<file path="src/rtl/arc_band_strip_generator_assert.svh">
`ifndef ARC_BAND_STRIP_GENERATOR_ASSERT_SVH
`define ARC_BAND_STRIP_GENERATOR_ASSERT_SVH

// Same-cycle implication, checked outside reset.
`define ABSG_ASSERT_NOW(label, clk, rst, ante, cons) \
   label: assert property (@(posedge clk) disable iff (rst) (ante) |-> (cons)) \
      else $error("absg assertion failed");

// Next-cycle implication, checked outside reset.
`define ABSG_ASSERT_NEXT(label, clk, rst, ante, cons) \
   label: assert property (@(posedge clk) disable iff (rst) (ante) |=> (cons)) \
      else $error("absg assertion failed");

`endif

</file>
<file path="src/rtl/absg_pkg.sv">
package absg_pkg;

   localparam int MAX_SIDES    = 31;
   localparam int CORDIC_STEPS = 24;
   localparam int COORD_W      = 32;
   localparam int ANG_W        = 24;
   localparam int SIDE_W       = 5;
   localparam int CNT_W        = 5;
   localparam int NUM_W        = 29;
   localparam int Z_W          = 36;
   localparam int XY_W         = 34;
   localparam int TRIG_W       = 32;
   localparam int PROD_W       = 66;
   localparam int QDEPTH       = 2;

   localparam logic signed [Z_W-1:0]  Q30_PI      = 36'sd3373259426;
   localparam logic signed [Z_W-1:0]  Q30_HALF_PI = 36'sd1686629713;
   localparam logic signed [Z_W-1:0]  Q30_TWO_PI  = 36'sd6746518852;
   localparam logic signed [XY_W-1:0] Q30_GAIN    = 34'sd652032874;
   localparam logic signed [XY_W-1:0] Q30_ONE     = 34'sd1073741824;

   typedef struct packed {
      logic signed [COORD_W-1:0] center_x;
      logic signed [COORD_W-1:0] center_y;
      logic [COORD_W-1:0]        radius_a;
      logic [COORD_W-1:0]        radius_b;
      logic signed [ANG_W-1:0]   start_angle;
      logic signed [ANG_W-1:0]   end_angle;
      logic [SIDE_W-1:0]         reps;
   } req_type;

   typedef struct packed {
      logic signed [COORD_W-1:0] vert_x;
      logic signed [COORD_W-1:0] vert_y;
      logic                      last_vertex;
   } vert_type;

   typedef enum logic [6:0] {
      ST_IDLE  = 7'b0000001,
      ST_DIV   = 7'b0000010,
      ST_PREP  = 7'b0000100,
      ST_ROT   = 7'b0001000,
      ST_CLAMP = 7'b0010000,
      ST_MUL   = 7'b0100000,
      ST_EMIT  = 7'b1000000
   } state_type;

   typedef enum logic [2:0] {
      K_START_B,
      K_START_A,
      K_MID,
      K_NEXT,
      K_END
   } kind_type;

   function automatic logic [31:0] atan_q30(input logic [CNT_W-1:0] k);
      logic [31:0] t;
      case (k)
         5'd0:  t = 32'h3243F6A8;
         5'd1:  t = 32'h1DAC6705;
         5'd2:  t = 32'h0FADBAFC;
         5'd3:  t = 32'h07F56EA6;
         5'd4:  t = 32'h03FEAB76;
         5'd5:  t = 32'h01FFD55B;
         5'd6:  t = 32'h00FFFAAA;
         5'd7:  t = 32'h007FFF55;
         5'd8:  t = 32'h003FFFEA;
         5'd9:  t = 32'h001FFFFD;
         5'd10: t = 32'h000FFFFF;
         5'd11: t = 32'h0007FFFF;
         5'd12: t = 32'h0003FFFF;
         5'd13: t = 32'h0001FFFF;
         5'd14: t = 32'h0000FFFF;
         5'd15: t = 32'h00007FFF;
         5'd16: t = 32'h00003FFF;
         5'd17: t = 32'h00001FFF;
         5'd18: t = 32'h00000FFF;
         5'd19: t = 32'h000007FF;
         5'd20: t = 32'h000003FF;
         5'd21: t = 32'h000001FF;
         5'd22: t = 32'h000000FF;
         5'd23: t = 32'h0000007F;
         5'd24: t = 32'h0000003F;
         5'd25: t = 32'h0000001F;
         5'd26: t = 32'h0000000F;
         5'd27: t = 32'h00000008;
         5'd28: t = 32'h00000004;
         5'd29: t = 32'h00000002;
         default: t = 32'h00000000;
      endcase
      return t;
   endfunction

endpackage

</file>
<file path="src/rtl/arc_band_strip_generator.sv">
// Triangle-strip generator for one sector of an annulus. Each request item
// yields 2*n+1 vertex items (n the side count, zero counting as one), the
// last flagged by rsp_last_vertex. A two-entry request queue decouples the
// front from a single shared rotation engine, and a two-entry result queue
// sits at the output. Each vertex passes through one step to wrap the angle,
// 24 CORDIC iterations, one clamp, four 16-bit radius partial products and
// one step to write the result, which waits while the result queue is full.
// Each step between sides adds a restoring division for the step angle, and
// a request is taken from the queue in the idle state before its first vertex.
module arc_band_strip_generator
   import absg_pkg::*;
(
   input  logic                      clock,
   input  logic                      reset,
   input  logic                      push,
   output logic                      full,
   input  logic signed [COORD_W-1:0] req_center_x,
   input  logic signed [COORD_W-1:0] req_center_y,
   input  logic [COORD_W-1:0]        req_radius_a,
   input  logic [COORD_W-1:0]        req_radius_b,
   input  logic signed [ANG_W-1:0]   req_start_angle,
   input  logic signed [ANG_W-1:0]   req_end_angle,
   input  logic [SIDE_W-1:0]         req_side_count,
   output logic                      empty,
   input  logic                      pop,
   output logic signed [COORD_W-1:0] rsp_vert_x,
   output logic signed [COORD_W-1:0] rsp_vert_y,
   output logic                      rsp_last_vertex
);

   logic     deq, q_empty, oq_push, oq_full;
   req_type  q_data;
   vert_type oq_data, head;

   absg_front u_front (
      .clock           (clock),
      .reset           (reset),
      .push            (push),
      .full            (full),
      .req_center_x    (req_center_x),
      .req_center_y    (req_center_y),
      .req_radius_a    (req_radius_a),
      .req_radius_b    (req_radius_b),
      .req_start_angle (req_start_angle),
      .req_end_angle   (req_end_angle),
      .req_side_count  (req_side_count),
      .deq             (deq),
      .q_empty         (q_empty),
      .q_data          (q_data)
   );

   absg_back u_back (
      .clock   (clock),
      .reset   (reset),
      .q_empty (q_empty),
      .q_data  (q_data),
      .q_pop   (deq),
      .oq_full (oq_full),
      .oq_push (oq_push),
      .oq_data (oq_data)
   );

   absg_out_queue u_out_queue (
      .clock   (clock),
      .reset   (reset),
      .oq_push (oq_push),
      .oq_data (oq_data),
      .oq_full (oq_full),
      .pop     (pop),
      .empty   (empty),
      .head    (head)
   );

   assign rsp_vert_x      = head.vert_x;
   assign rsp_vert_y      = head.vert_y;
   assign rsp_last_vertex = head.last_vertex;

endmodule

</file>
<file path="src/rtl/absg_front.sv">
module absg_front
   import absg_pkg::*;
(
   input  logic                      clock,
   input  logic                      reset,
   input  logic                      push,
   output logic                      full,
   input  logic signed [COORD_W-1:0] req_center_x,
   input  logic signed [COORD_W-1:0] req_center_y,
   input  logic [COORD_W-1:0]        req_radius_a,
   input  logic [COORD_W-1:0]        req_radius_b,
   input  logic signed [ANG_W-1:0]   req_start_angle,
   input  logic signed [ANG_W-1:0]   req_end_angle,
   input  logic [SIDE_W-1:0]         req_side_count,
   input  logic                      deq,
   output logic                      q_empty,
   output req_type                   q_data
);

   req_type    entry_ff [QDEPTH];
   logic       wr_ptr_ff, wr_ptr_in;
   logic       rd_ptr_ff, rd_ptr_in;
   logic [1:0] count_ff, count_in;
   req_type    item;
   logic       do_push, do_pop;

   // A side count of zero behaves as one; the back end works with steps.
   always_comb begin
      logic [SIDE_W-1:0] sides;
      sides = (req_side_count == '0) ? SIDE_W'(1) : req_side_count;
      if (sides > SIDE_W'(MAX_SIDES)) begin
         sides = SIDE_W'(MAX_SIDES);
      end
      item.center_x    = req_center_x;
      item.center_y    = req_center_y;
      item.radius_a    = req_radius_a;
      item.radius_b    = req_radius_b;
      item.start_angle = req_start_angle;
      item.end_angle   = req_end_angle;
      item.reps        = sides - SIDE_W'(1);
   end

   assign full    = (count_ff == 2'(QDEPTH));
   assign q_empty = (count_ff == 2'd0);
   assign q_data  = entry_ff[rd_ptr_ff];
   assign do_push = push && !full;
   assign do_pop  = deq && !q_empty;

   always_comb begin
      wr_ptr_in = do_push ? ~wr_ptr_ff : wr_ptr_ff;
      rd_ptr_in = do_pop ? ~rd_ptr_ff : rd_ptr_ff;
      count_in  = count_ff + 2'(do_push) - 2'(do_pop);
   end

   always_ff @(posedge clock) begin
      if (reset) begin
         wr_ptr_ff <= 1'b0;
         rd_ptr_ff <= 1'b0;
         count_ff  <= 2'd0;
      end else begin
         wr_ptr_ff <= wr_ptr_in;
         rd_ptr_ff <= rd_ptr_in;
         count_ff  <= count_in;
      end
   end

   always_ff @(posedge clock) begin
      if (do_push) begin
         entry_ff[wr_ptr_ff] <= item;
      end
   end

endmodule

</file>
<file path="src/rtl/absg_out_queue.sv">
module absg_out_queue
   import absg_pkg::*;
(
   input  logic     clock,
   input  logic     reset,
   input  logic     oq_push,
   input  vert_type oq_data,
   output logic     oq_full,
   input  logic     pop,
   output logic     empty,
   output vert_type head
);

   vert_type   entry_ff [QDEPTH];
   logic       wr_ptr_ff, wr_ptr_in;
   logic       rd_ptr_ff, rd_ptr_in;
   logic [1:0] count_ff, count_in;
   logic       do_push, do_pop;

   assign oq_full = (count_ff == 2'(QDEPTH));
   assign empty   = (count_ff == 2'd0);
   assign head    = entry_ff[rd_ptr_ff];
   assign do_push = oq_push && !oq_full;
   assign do_pop  = pop && !empty;

   always_comb begin
      wr_ptr_in = do_push ? ~wr_ptr_ff : wr_ptr_ff;
      rd_ptr_in = do_pop ? ~rd_ptr_ff : rd_ptr_ff;
      count_in  = count_ff + 2'(do_push) - 2'(do_pop);
   end

   always_ff @(posedge clock) begin
      if (reset) begin
         wr_ptr_ff <= 1'b0;
         rd_ptr_ff <= 1'b0;
         count_ff  <= 2'd0;
      end else begin
         wr_ptr_ff <= wr_ptr_in;
         rd_ptr_ff <= rd_ptr_in;
         count_ff  <= count_in;
      end
   end

   always_ff @(posedge clock) begin
      if (do_push) begin
         entry_ff[wr_ptr_ff] <= oq_data;
      end
   end

endmodule

</file>
<file path="src/rtl/absg_back.sv">
`include "arc_band_strip_generator_assert.svh"

module absg_back
   import absg_pkg::*;
(
   input  logic     clock,
   input  logic     reset,
   input  logic     q_empty,
   input  req_type  q_data,
   output logic     q_pop,
   input  logic     oq_full,
   output logic     oq_push,
   output vert_type oq_data
);

   state_type                state_ff, state_in;
   kind_type                 kind_ff, kind_in;
   req_type                  req_ff, req_in;
   logic [SIDE_W-1:0]        step_ff, step_in;
   logic signed [ANG_W-1:0]  prev_ff, prev_in;
   logic signed [ANG_W-1:0]  next_ff, next_in;
   logic signed [ANG_W-1:0]  ang_ff, ang_in;
   logic [COORD_W-1:0]       rad_ff, rad_in;
   logic [NUM_W-1:0]         num_ff, num_in;
   logic [NUM_W-1:0]         quo_ff, quo_in;
   logic [SIDE_W-1:0]        rem_ff, rem_in;
   logic [CNT_W-1:0]         cnt_ff, cnt_in;
   logic signed [XY_W-1:0]   x_ff, x_in, y_ff, y_in;
   logic signed [Z_W-1:0]    z_ff, z_in;
   logic                     neg_ff, neg_in;
   logic signed [TRIG_W-1:0] cos_ff, cos_in, sin_ff, sin_in;
   logic signed [PROD_W-1:0] acc_x_ff, acc_x_in, acc_y_ff, acc_y_in;

   logic signed [ANG_W:0]    delta;
   logic [ANG_W-1:0]         delta_mag;
   logic [SIDE_W-1:0]        div_step;
   logic                     load_div;
   logic [SIDE_W:0]          trial;
   logic signed [ANG_W+1:0]  next_wide;
   logic signed [ANG_W:0]    mid_sum;
   logic signed [Z_W-1:0]    z_raw, z_wrap;
   logic signed [XY_W-1:0]   dx, dy, x_neg, y_neg;
   logic signed [Z_W-1:0]    atan_ext;
   logic [16:0]              r_part;
   logic signed [TRIG_W-1:0] trig_op;
   logic signed [48:0]       prod;
   logic signed [PROD_W-1:0] term;
   logic signed [36:0]       sum_x, sum_y;
   vert_type                 vert;

   function automatic logic signed [COORD_W-1:0] sat_coord(input logic signed [36:0] v);
      logic signed [COORD_W-1:0] r;
      if (v > 37'sd2147483647) begin
         r = 32'sh7FFFFFFF;
      end else if (v < -37'sd2147483648) begin
         r = 32'sh80000000;
      end else begin
         r = v[COORD_W-1:0];
      end
      return r;
   endfunction

   function automatic logic signed [TRIG_W-1:0] clamp_trig(input logic signed [XY_W-1:0] v);
      logic signed [XY_W-1:0] c;
      if (v > Q30_ONE) begin
         c = Q30_ONE;
      end else if (v < -Q30_ONE) begin
         c = -Q30_ONE;
      end else begin
         c = v;
      end
      return c[TRIG_W-1:0];
   endfunction

   assign delta     = {req_ff.end_angle[ANG_W-1], req_ff.end_angle}
                    - {req_ff.start_angle[ANG_W-1], req_ff.start_angle};
   assign delta_mag = delta[ANG_W] ? ANG_W'(-delta) : delta[ANG_W-1:0];

   // Restoring division: one quotient bit per cycle.
   assign trial     = {rem_ff, num_ff[NUM_W-1]};
   assign next_wide = {{2{req_ff.start_angle[ANG_W-1]}}, req_ff.start_angle}
                    + (delta[ANG_W] ? -$signed({1'b0, quo_ff[ANG_W:0]})
                                    :  $signed({1'b0, quo_ff[ANG_W:0]}));
   assign mid_sum   = {prev_ff[ANG_W-1], prev_ff} + {next_wide[ANG_W-1], next_wide[ANG_W-1:0]};

   // Angle to Q.30, wrapped into one turn around zero.
   assign z_raw  = {{(Z_W-ANG_W-10){ang_ff[ANG_W-1]}}, ang_ff, 10'd0};
   assign z_wrap = (z_raw > Q30_PI) ? z_raw - Q30_TWO_PI
                 : (z_raw < -Q30_PI) ? z_raw + Q30_TWO_PI : z_raw;

   assign dx       = y_ff >>> cnt_ff;
   assign dy       = x_ff >>> cnt_ff;
   assign atan_ext = $signed({{(Z_W-32){1'b0}}, atan_q30(cnt_ff)});
   assign x_neg    = neg_ff ? -x_ff : x_ff;
   assign y_neg    = neg_ff ? -y_ff : y_ff;

   // The radius is multiplied in two 16-bit halves, cosine first, then sine.
   assign r_part  = {1'b0, cnt_ff[0] ? rad_ff[31:16] : rad_ff[15:0]};
   assign trig_op = cnt_ff[1] ? sin_ff : cos_ff;
   assign prod    = $signed(r_part) * trig_op;
   assign term    = cnt_ff[0] ? (PROD_W'(prod) <<< 16) : PROD_W'(prod);

   assign sum_x = {acc_x_ff[PROD_W-1], acc_x_ff[PROD_W-1:30]}
                + {{5{req_ff.center_x[COORD_W-1]}}, req_ff.center_x};
   assign sum_y = {acc_y_ff[PROD_W-1], acc_y_ff[PROD_W-1:30]}
                + {{5{req_ff.center_y[COORD_W-1]}}, req_ff.center_y};

   assign vert.vert_x      = sat_coord(sum_x);
   assign vert.vert_y      = sat_coord(sum_y);
   assign vert.last_vertex = (kind_ff == K_END);
   assign oq_data          = vert;
   assign oq_push          = (state_ff == ST_EMIT) && !oq_full;
   assign q_pop            = (state_ff == ST_IDLE) && !q_empty;

   always_comb begin
      state_in = state_ff;
      kind_in  = kind_ff;
      req_in   = req_ff;
      step_in  = step_ff;
      prev_in  = prev_ff;
      next_in  = next_ff;
      ang_in   = ang_ff;
      rad_in   = rad_ff;
      num_in   = num_ff;
      quo_in   = quo_ff;
      rem_in   = rem_ff;
      cnt_in   = cnt_ff;
      x_in     = x_ff;
      y_in     = y_ff;
      z_in     = z_ff;
      neg_in   = neg_ff;
      cos_in   = cos_ff;
      sin_in   = sin_ff;
      acc_x_in = acc_x_ff;
      acc_y_in = acc_y_ff;
      load_div = 1'b0;
      div_step = step_ff;

      unique case (state_ff)
         ST_IDLE: begin
            if (!q_empty) begin
               req_in   = q_data;
               ang_in   = q_data.start_angle;
               rad_in   = q_data.radius_b;
               kind_in  = K_START_B;
               step_in  = '0;
               state_in = ST_PREP;
            end
         end
         ST_DIV: begin
            if (cnt_ff == CNT_W'(NUM_W)) begin
               next_in  = next_wide[ANG_W-1:0];
               ang_in   = mid_sum[ANG_W:1];
               rad_in   = req_ff.radius_b;
               kind_in  = K_MID;
               state_in = ST_PREP;
            end else begin
               num_in = {num_ff[NUM_W-2:0], 1'b0};
               if (trial >= {1'b0, req_ff.reps}) begin
                  rem_in = SIDE_W'(trial - {1'b0, req_ff.reps});
                  quo_in = {quo_ff[NUM_W-2:0], 1'b1};
               end else begin
                  rem_in = trial[SIDE_W-1:0];
                  quo_in = {quo_ff[NUM_W-2:0], 1'b0};
               end
               cnt_in = cnt_ff + CNT_W'(1);
            end
         end
         ST_PREP: begin
            if (z_wrap > Q30_HALF_PI) begin
               z_in   = z_wrap - Q30_PI;
               neg_in = 1'b1;
            end else if (z_wrap < -Q30_HALF_PI) begin
               z_in   = z_wrap + Q30_PI;
               neg_in = 1'b1;
            end else begin
               z_in   = z_wrap;
               neg_in = 1'b0;
            end
            x_in     = Q30_GAIN;
            y_in     = '0;
            cnt_in   = '0;
            state_in = ST_ROT;
         end
         ST_ROT: begin
            if (!z_ff[Z_W-1]) begin
               x_in = x_ff - dx;
               y_in = y_ff + dy;
               z_in = z_ff - atan_ext;
            end else begin
               x_in = x_ff + dx;
               y_in = y_ff - dy;
               z_in = z_ff + atan_ext;
            end
            cnt_in = cnt_ff + CNT_W'(1);
            if (cnt_ff == CNT_W'(CORDIC_STEPS - 1)) begin
               state_in = ST_CLAMP;
            end
         end
         ST_CLAMP: begin
            cos_in   = clamp_trig(x_neg);
            sin_in   = clamp_trig(y_neg);
            cnt_in   = '0;
            state_in = ST_MUL;
         end
         ST_MUL: begin
            case (cnt_ff[1:0])
               2'd0:    acc_x_in = term;
               2'd1:    acc_x_in = acc_x_ff + term;
               2'd2:    acc_y_in = term;
               default: acc_y_in = acc_y_ff + term;
            endcase
            cnt_in = cnt_ff + CNT_W'(1);
            if (cnt_ff[1:0] == 2'd3) begin
               state_in = ST_EMIT;
            end
         end
         ST_EMIT: begin
            if (!oq_full) begin
               unique case (kind_ff)
                  K_START_B: begin
                     ang_in   = req_ff.start_angle;
                     rad_in   = req_ff.radius_a;
                     kind_in  = K_START_A;
                     state_in = ST_PREP;
                  end
                  K_START_A: begin
                     if (req_ff.reps == '0) begin
                        ang_in   = req_ff.end_angle;
                        rad_in   = req_ff.radius_b;
                        kind_in  = K_END;
                        state_in = ST_PREP;
                     end else begin
                        step_in  = '0;
                        prev_in  = req_ff.start_angle;
                        div_step = '0;
                        load_div = 1'b1;
                     end
                  end
                  K_MID: begin
                     ang_in   = next_ff;
                     rad_in   = req_ff.radius_a;
                     kind_in  = K_NEXT;
                     state_in = ST_PREP;
                  end
                  K_NEXT: begin
                     prev_in = next_ff;
                     step_in = step_ff + SIDE_W'(1);
                     if (step_ff + SIDE_W'(1) == req_ff.reps) begin
                        ang_in   = req_ff.end_angle;
                        rad_in   = req_ff.radius_b;
                        kind_in  = K_END;
                        state_in = ST_PREP;
                     end else begin
                        div_step = step_ff + SIDE_W'(1);
                        load_div = 1'b1;
                     end
                  end
                  default: begin
                     state_in = ST_IDLE;
                  end
               endcase
            end
         end
         default: begin
            state_in = ST_IDLE;
         end
      endcase

      if (load_div) begin
         num_in   = NUM_W'(delta_mag) * NUM_W'(div_step + SIDE_W'(1));
         quo_in   = '0;
         rem_in   = '0;
         cnt_in   = '0;
         state_in = ST_DIV;
      end
   end

   always_ff @(posedge clock) begin
      if (reset) begin
         state_ff <= ST_IDLE;
         kind_ff  <= K_START_B;
         step_ff  <= '0;
         cnt_ff   <= '0;
      end else begin
         state_ff <= state_in;
         kind_ff  <= kind_in;
         step_ff  <= step_in;
         cnt_ff   <= cnt_in;
      end
   end

   always_ff @(posedge clock) begin
      req_ff   <= req_in;
      prev_ff  <= prev_in;
      next_ff  <= next_in;
      ang_ff   <= ang_in;
      rad_ff   <= rad_in;
      num_ff   <= num_in;
      quo_ff   <= quo_in;
      rem_ff   <= rem_in;
      x_ff     <= x_in;
      y_ff     <= y_in;
      z_ff     <= z_in;
      neg_ff   <= neg_in;
      cos_ff   <= cos_in;
      sin_ff   <= sin_in;
      acc_x_ff <= acc_x_in;
      acc_y_ff <= acc_y_in;
   end

   `ABSG_ASSERT_NOW(a_div_has_steps, clock, reset, state_ff == ST_DIV, req_ff.reps != '0)
   `ABSG_ASSERT_NOW(a_step_in_range, clock, reset, state_ff != ST_IDLE, step_ff <= req_ff.reps)
   `ABSG_ASSERT_NEXT(a_last_ends_item, clock, reset, oq_push && vert.last_vertex, state_ff == ST_IDLE)

endmodule

</file>
<file path="config.mk">
export PLATFORM = sky130hd
export DESIGN_NAME = arc_band_strip_generator
export DESIGN_NICKNAME = d
export VERILOG_FILES = /design/src/rtl/absg_pkg.sv /design/src/rtl/arc_band_strip_generator.sv /design/src/rtl/absg_front.sv /design/src/rtl/absg_out_queue.sv /design/src/rtl/absg_back.sv
export VERILOG_INCLUDE_DIRS = /design/src /design/src/rtl
export SDC_FILE = /design/constraint.sdc
export NUM_CORES = 2
export LEC_CHECK = 0
export ABC_AREA = 1
export BUFFER_PORTS_ARGS = -buffer_cell sky130_fd_sc_hd__buf_2
export CAP_MARGIN = 10
export CORE_MARGIN = 4
export CORE_UTILIZATION = 35
export CTS_BUF_LIST = sky130_fd_sc_hd__clkbuf_4 sky130_fd_sc_hd__clkbuf_8 sky130_fd_sc_hd__clkbuf_16
export CTS_CLUSTER_SIZE = 28
export DETAILED_ROUTE_END_ITERATION = 8
export HOLD_SLACK_MARGIN = 0.03
export RECOVER_POWER = 50
export SYNTH_ARGS = -nofsm -noshare
export SYNTH_HDL_FRONTEND = slang
export SYNTH_SLANG_ARGS = --single-unit
export TNS_END_PERCENT = 5
</file>
<file path="constraint.sdc">
create_clock -name clock -period 26.5 [get_ports clock]
set_input_delay 1.325 -clock clock [delete_from_list [all_inputs] [get_ports clock]]
set_output_delay 1.325 -clock clock [all_outputs]
set_load 0.03 [all_outputs]
</file>
==> impl_metrics.yaml <==
synth:
  synth_area_leaders: "edfxtp_1, fa_1, nand2_1"
  yosysWarnings: 0
  synth_area_um2: 103000
  synth.area.mux_share_pct: 3.25
  synthXorXnorAreaFrac_pct: 4.00
  synthCells: 12600
  synth_edf_count: 1107
  synthAdderAreaFrac_pct: 18.3
  synthSimpleGateAreaFrac_pct: 20.2
  avgSynthCellArea_um2: 8.23
  synthTopCellsByCount: "nand2_1, inv_1, nor2_1"
  yosys.area.top_type: "edfxtp_1"
  synth-seq-cells: 1196
  ys.flop_type: "edfxtp_1"
  synth_top_area_share_pct: 32.2
  synthArstFlopShare_pct: 0
  synth.most_common_cell: "nand2_1"
  synth_top_family_by_area: "simple AND/OR/NAND/NOR gates"
  synth_compound_area_share_pct: 11.6
  synthDistinctLibCells: 81
  synthesis.nets: 13900
  yosysSeqAreaShare_pct: 33.9
clock_network:
  root_buffer: "clkbuf_16"
  clock_sinks: 1196
  cts.repair.resized: 0
  numCtsBuffers: 147
  cts_setup_buffers: 0
  tritoncts: "yes"
  clkLatencyLatePin_ns: 0.83
  htreeDepth: 4
  cts_buffer_depth: 4
  postCtsHoldBufs: 0
  path_clk_slew_ns: 0.06
final_layout:
  final_layout_size_suffix_gt1_share_pct: 7.46
  layout.nets: 14100
  areaGrowthSynthToFinish_pct: 10.0
  num-fill-cells: 30400
flow_run:
  maxCapViolCount: 21
worst_setup_path:
  crit_type: "register to register"
  setup.worst_path.start: "u_back.kind_ff[0]$_SDFFE_PP0P_"
  path_max_fanout: 57
  crit_arrival_ns: 13.04
  worstPathRequired_ns: 27.03
  cpMaxStageDelayCell: "clkbuf_1"
  endpoint_kind: "register"
  cp_slowest_stage_delay_ns: 1.78
  reg2reg_from: "u_back.kind_ff[0]$_SDFFE_PP0P_"
  cpMostUsedCell: "nand2_1"
  cp-start-kind: "register"
sta:
  post-route-period-util_pct: 47.2
  finalSetupViolCount: 0
  fmax_mhz: 80.0
  maxSlewHeadroom_pct: -431
  min_period_ns: 12.50
  tightest_slew_ns: 7.97
  rsz0062_at_grt: "false"
  hold_viol_final: 0
  finalSetupTns_ns: 0
  slew_viol_final: 1044
  fin_skew_ns: 0.0699
place:
  place_congestion: 0.988
  hpwl_um: 263000
  io_buffers: 251
detailed_routing:
  drt_iter0_markers: 7571
  wl_um: 334000
  vias: 86300
  vias_per_cell: 5.15
  dr.pass1.iters: 7
  ant_nets: 0
  routedWlPerCell_um: 20.0
  drc: 0
floorplanning:
  die-area_um2: 304000
  die_h_um: 551
  initial_utilization_pct: 35.1
  ios: 252
  core_um2: 294000
  die_x_um: 551
  row_count: 199
global_route:
  grt_first_pass_wirelength_um: 510000
  grt_overflow: 0
  antenna_found_initial: 16
  grt.total_usage_pct: 21.6
  grt_max_degree: 114
  grt_pass1_vias: 85100
hold_path:
  hold_start: "u_front.rd_ptr_ff$_SDFFE_PP0P_"
  hp-class: "register to register"
run_status:
  status: "finished, violations left"
  failed_checks: "capacitance limit, slew limit"
## registers in the layout, summed over array words and instances, names as in the netlist, 5 cells and up, named ones only
register              cells
u_back.cos_ff            32
u_back.z_ff              36
u_back.num_ff            29
u_front.entry_ff        362
u_back.sin_ff            32
u_back.step_ff            5
u_back.next_ff           24
u_back.rad_ff            32
u_back.atan_ext          30
u_back.req_ff           181
u_back.cnt_ff             5
u_back.quo_ff            24
u_back.acc_y_ff          66
u_back.state_ff           7
u_back.y_ff              34
u_back.acc_x_ff          66
u_out_queue.entry_ff    130
u_back.prev_ff           24
u_back.x_ff              34
u_back.rem_ff             5
u_back.ang_ff            24
## cells in the final DEF (no fill, tap or decap), types with 53 or more instances in the layout
cell type | netlist | routed
a21oi_1 | 783 | 784
a31oi_1 | 128 | 128
buf_2 | 61 | 123
buf_4 | 16 | 117
clkbuf_1 | 222 | 147
clkbuf_16 | 0 | 149
dfxtp_1 | 89 | 87
edfxtp_1 | 1107 | 1107
fa_1 | 588 | 588
ha_1 | 570 | 568
inv_1 | 1886 | 1886
mux2_1 | 0 | 90
mux2_2 | 246 | 156
mux2i_1 | 58 | 53
nand2_1 | 2776 | 2775
nand3_1 | 474 | 474
nand4_1 | 114 | 114
nor2_1 | 1187 | 1180
nor3_1 | 110 | 108
o211ai_1 | 65 | 65
o21a_1 | 56 | 56
o21ai_0 | 706 | 695
o21ai_1 | 126 | 132
o221ai_1 | 53 | 53
or2_2 | 115 | 115
xnor2_1 | 149 | 149
xor2_1 | 313 | 313
## cells by family after synthesis
logic type               Yosys count
AO/OA/AOI/OAI                   2129
XOR/XNOR                         467
adder cells (fa/ha/maj)         1158
buffers and inverters           2314
flip-flops                      1196
multiplexers                     304
AND/OR/NAND/NOR                 4984
## through the flow
stage          hold slack [ns]  instance area, um2  util (%)  setup WS [ns]  cells
2_1_floorplan            0.420              103000         -          14.84  12600
3_5_place_dp             0.437              109000      37.1          15.10  16500
5_1_grt                  0.474              114000      38.7          12.95  16800
6_report                 0.452              114000      38.7          14.00  16800
4_1_cts                  0.447              114000      38.8          15.04  16800
3_3_place_gp             0.435              109000      37.1          15.07  16500
## critical path: cells and delay by family, from the launching register on
kind,cells,cell delay (ns)
buf+inv,8,3.90
fa+ha+maj,5,2.12
xor+xnor,1,0.14
compound gates,8,1.78
flops,1,0.54
simple gates,16,3.67
## per-layer routing
layer | up-vias | global-route usage [%] | share of wire, %
met5 | - | 0 | 0
met4 | 0 | 8.63 | 4.8
met3 | 613 | 2.50 | 6.0
met2 | 2802 | 36.9 | 48
met1 | 41200 | 27.7 | 42
li1 | 41700 | - | -
## area by class of cell
cell class | instances | area (um2) | area share (%)
antenna | 6 | 15.0 | 0.0132
multi-input combinational | 9042 | 59400 | 52.3
inverter | 1946 | 7310 | 6.44
timing repair buffer | 388 | 2050 | 1.81
clock buffer | 167 | 3880 | 3.41
sequential | 1196 | 35000 | 30.8
clock inverter | 97 | 1050 | 0.925
tap | 3919 | 4900 | 4.32
## worst paths after layout
check	endpoint	slack [ns]	cells past startpoint
max	u_back.num_ff[22]$_DFFE_PP_	14.00	38
min	register	0.45	1
max reg2reg	u_back.num_ff[22]$_DFFE_PP_	14.00	38
min reg2reg	register	0.45	1
Power is not shown: default switching activity piles up to over one toggle a cycle in this logic, so the estimate is an artifact.
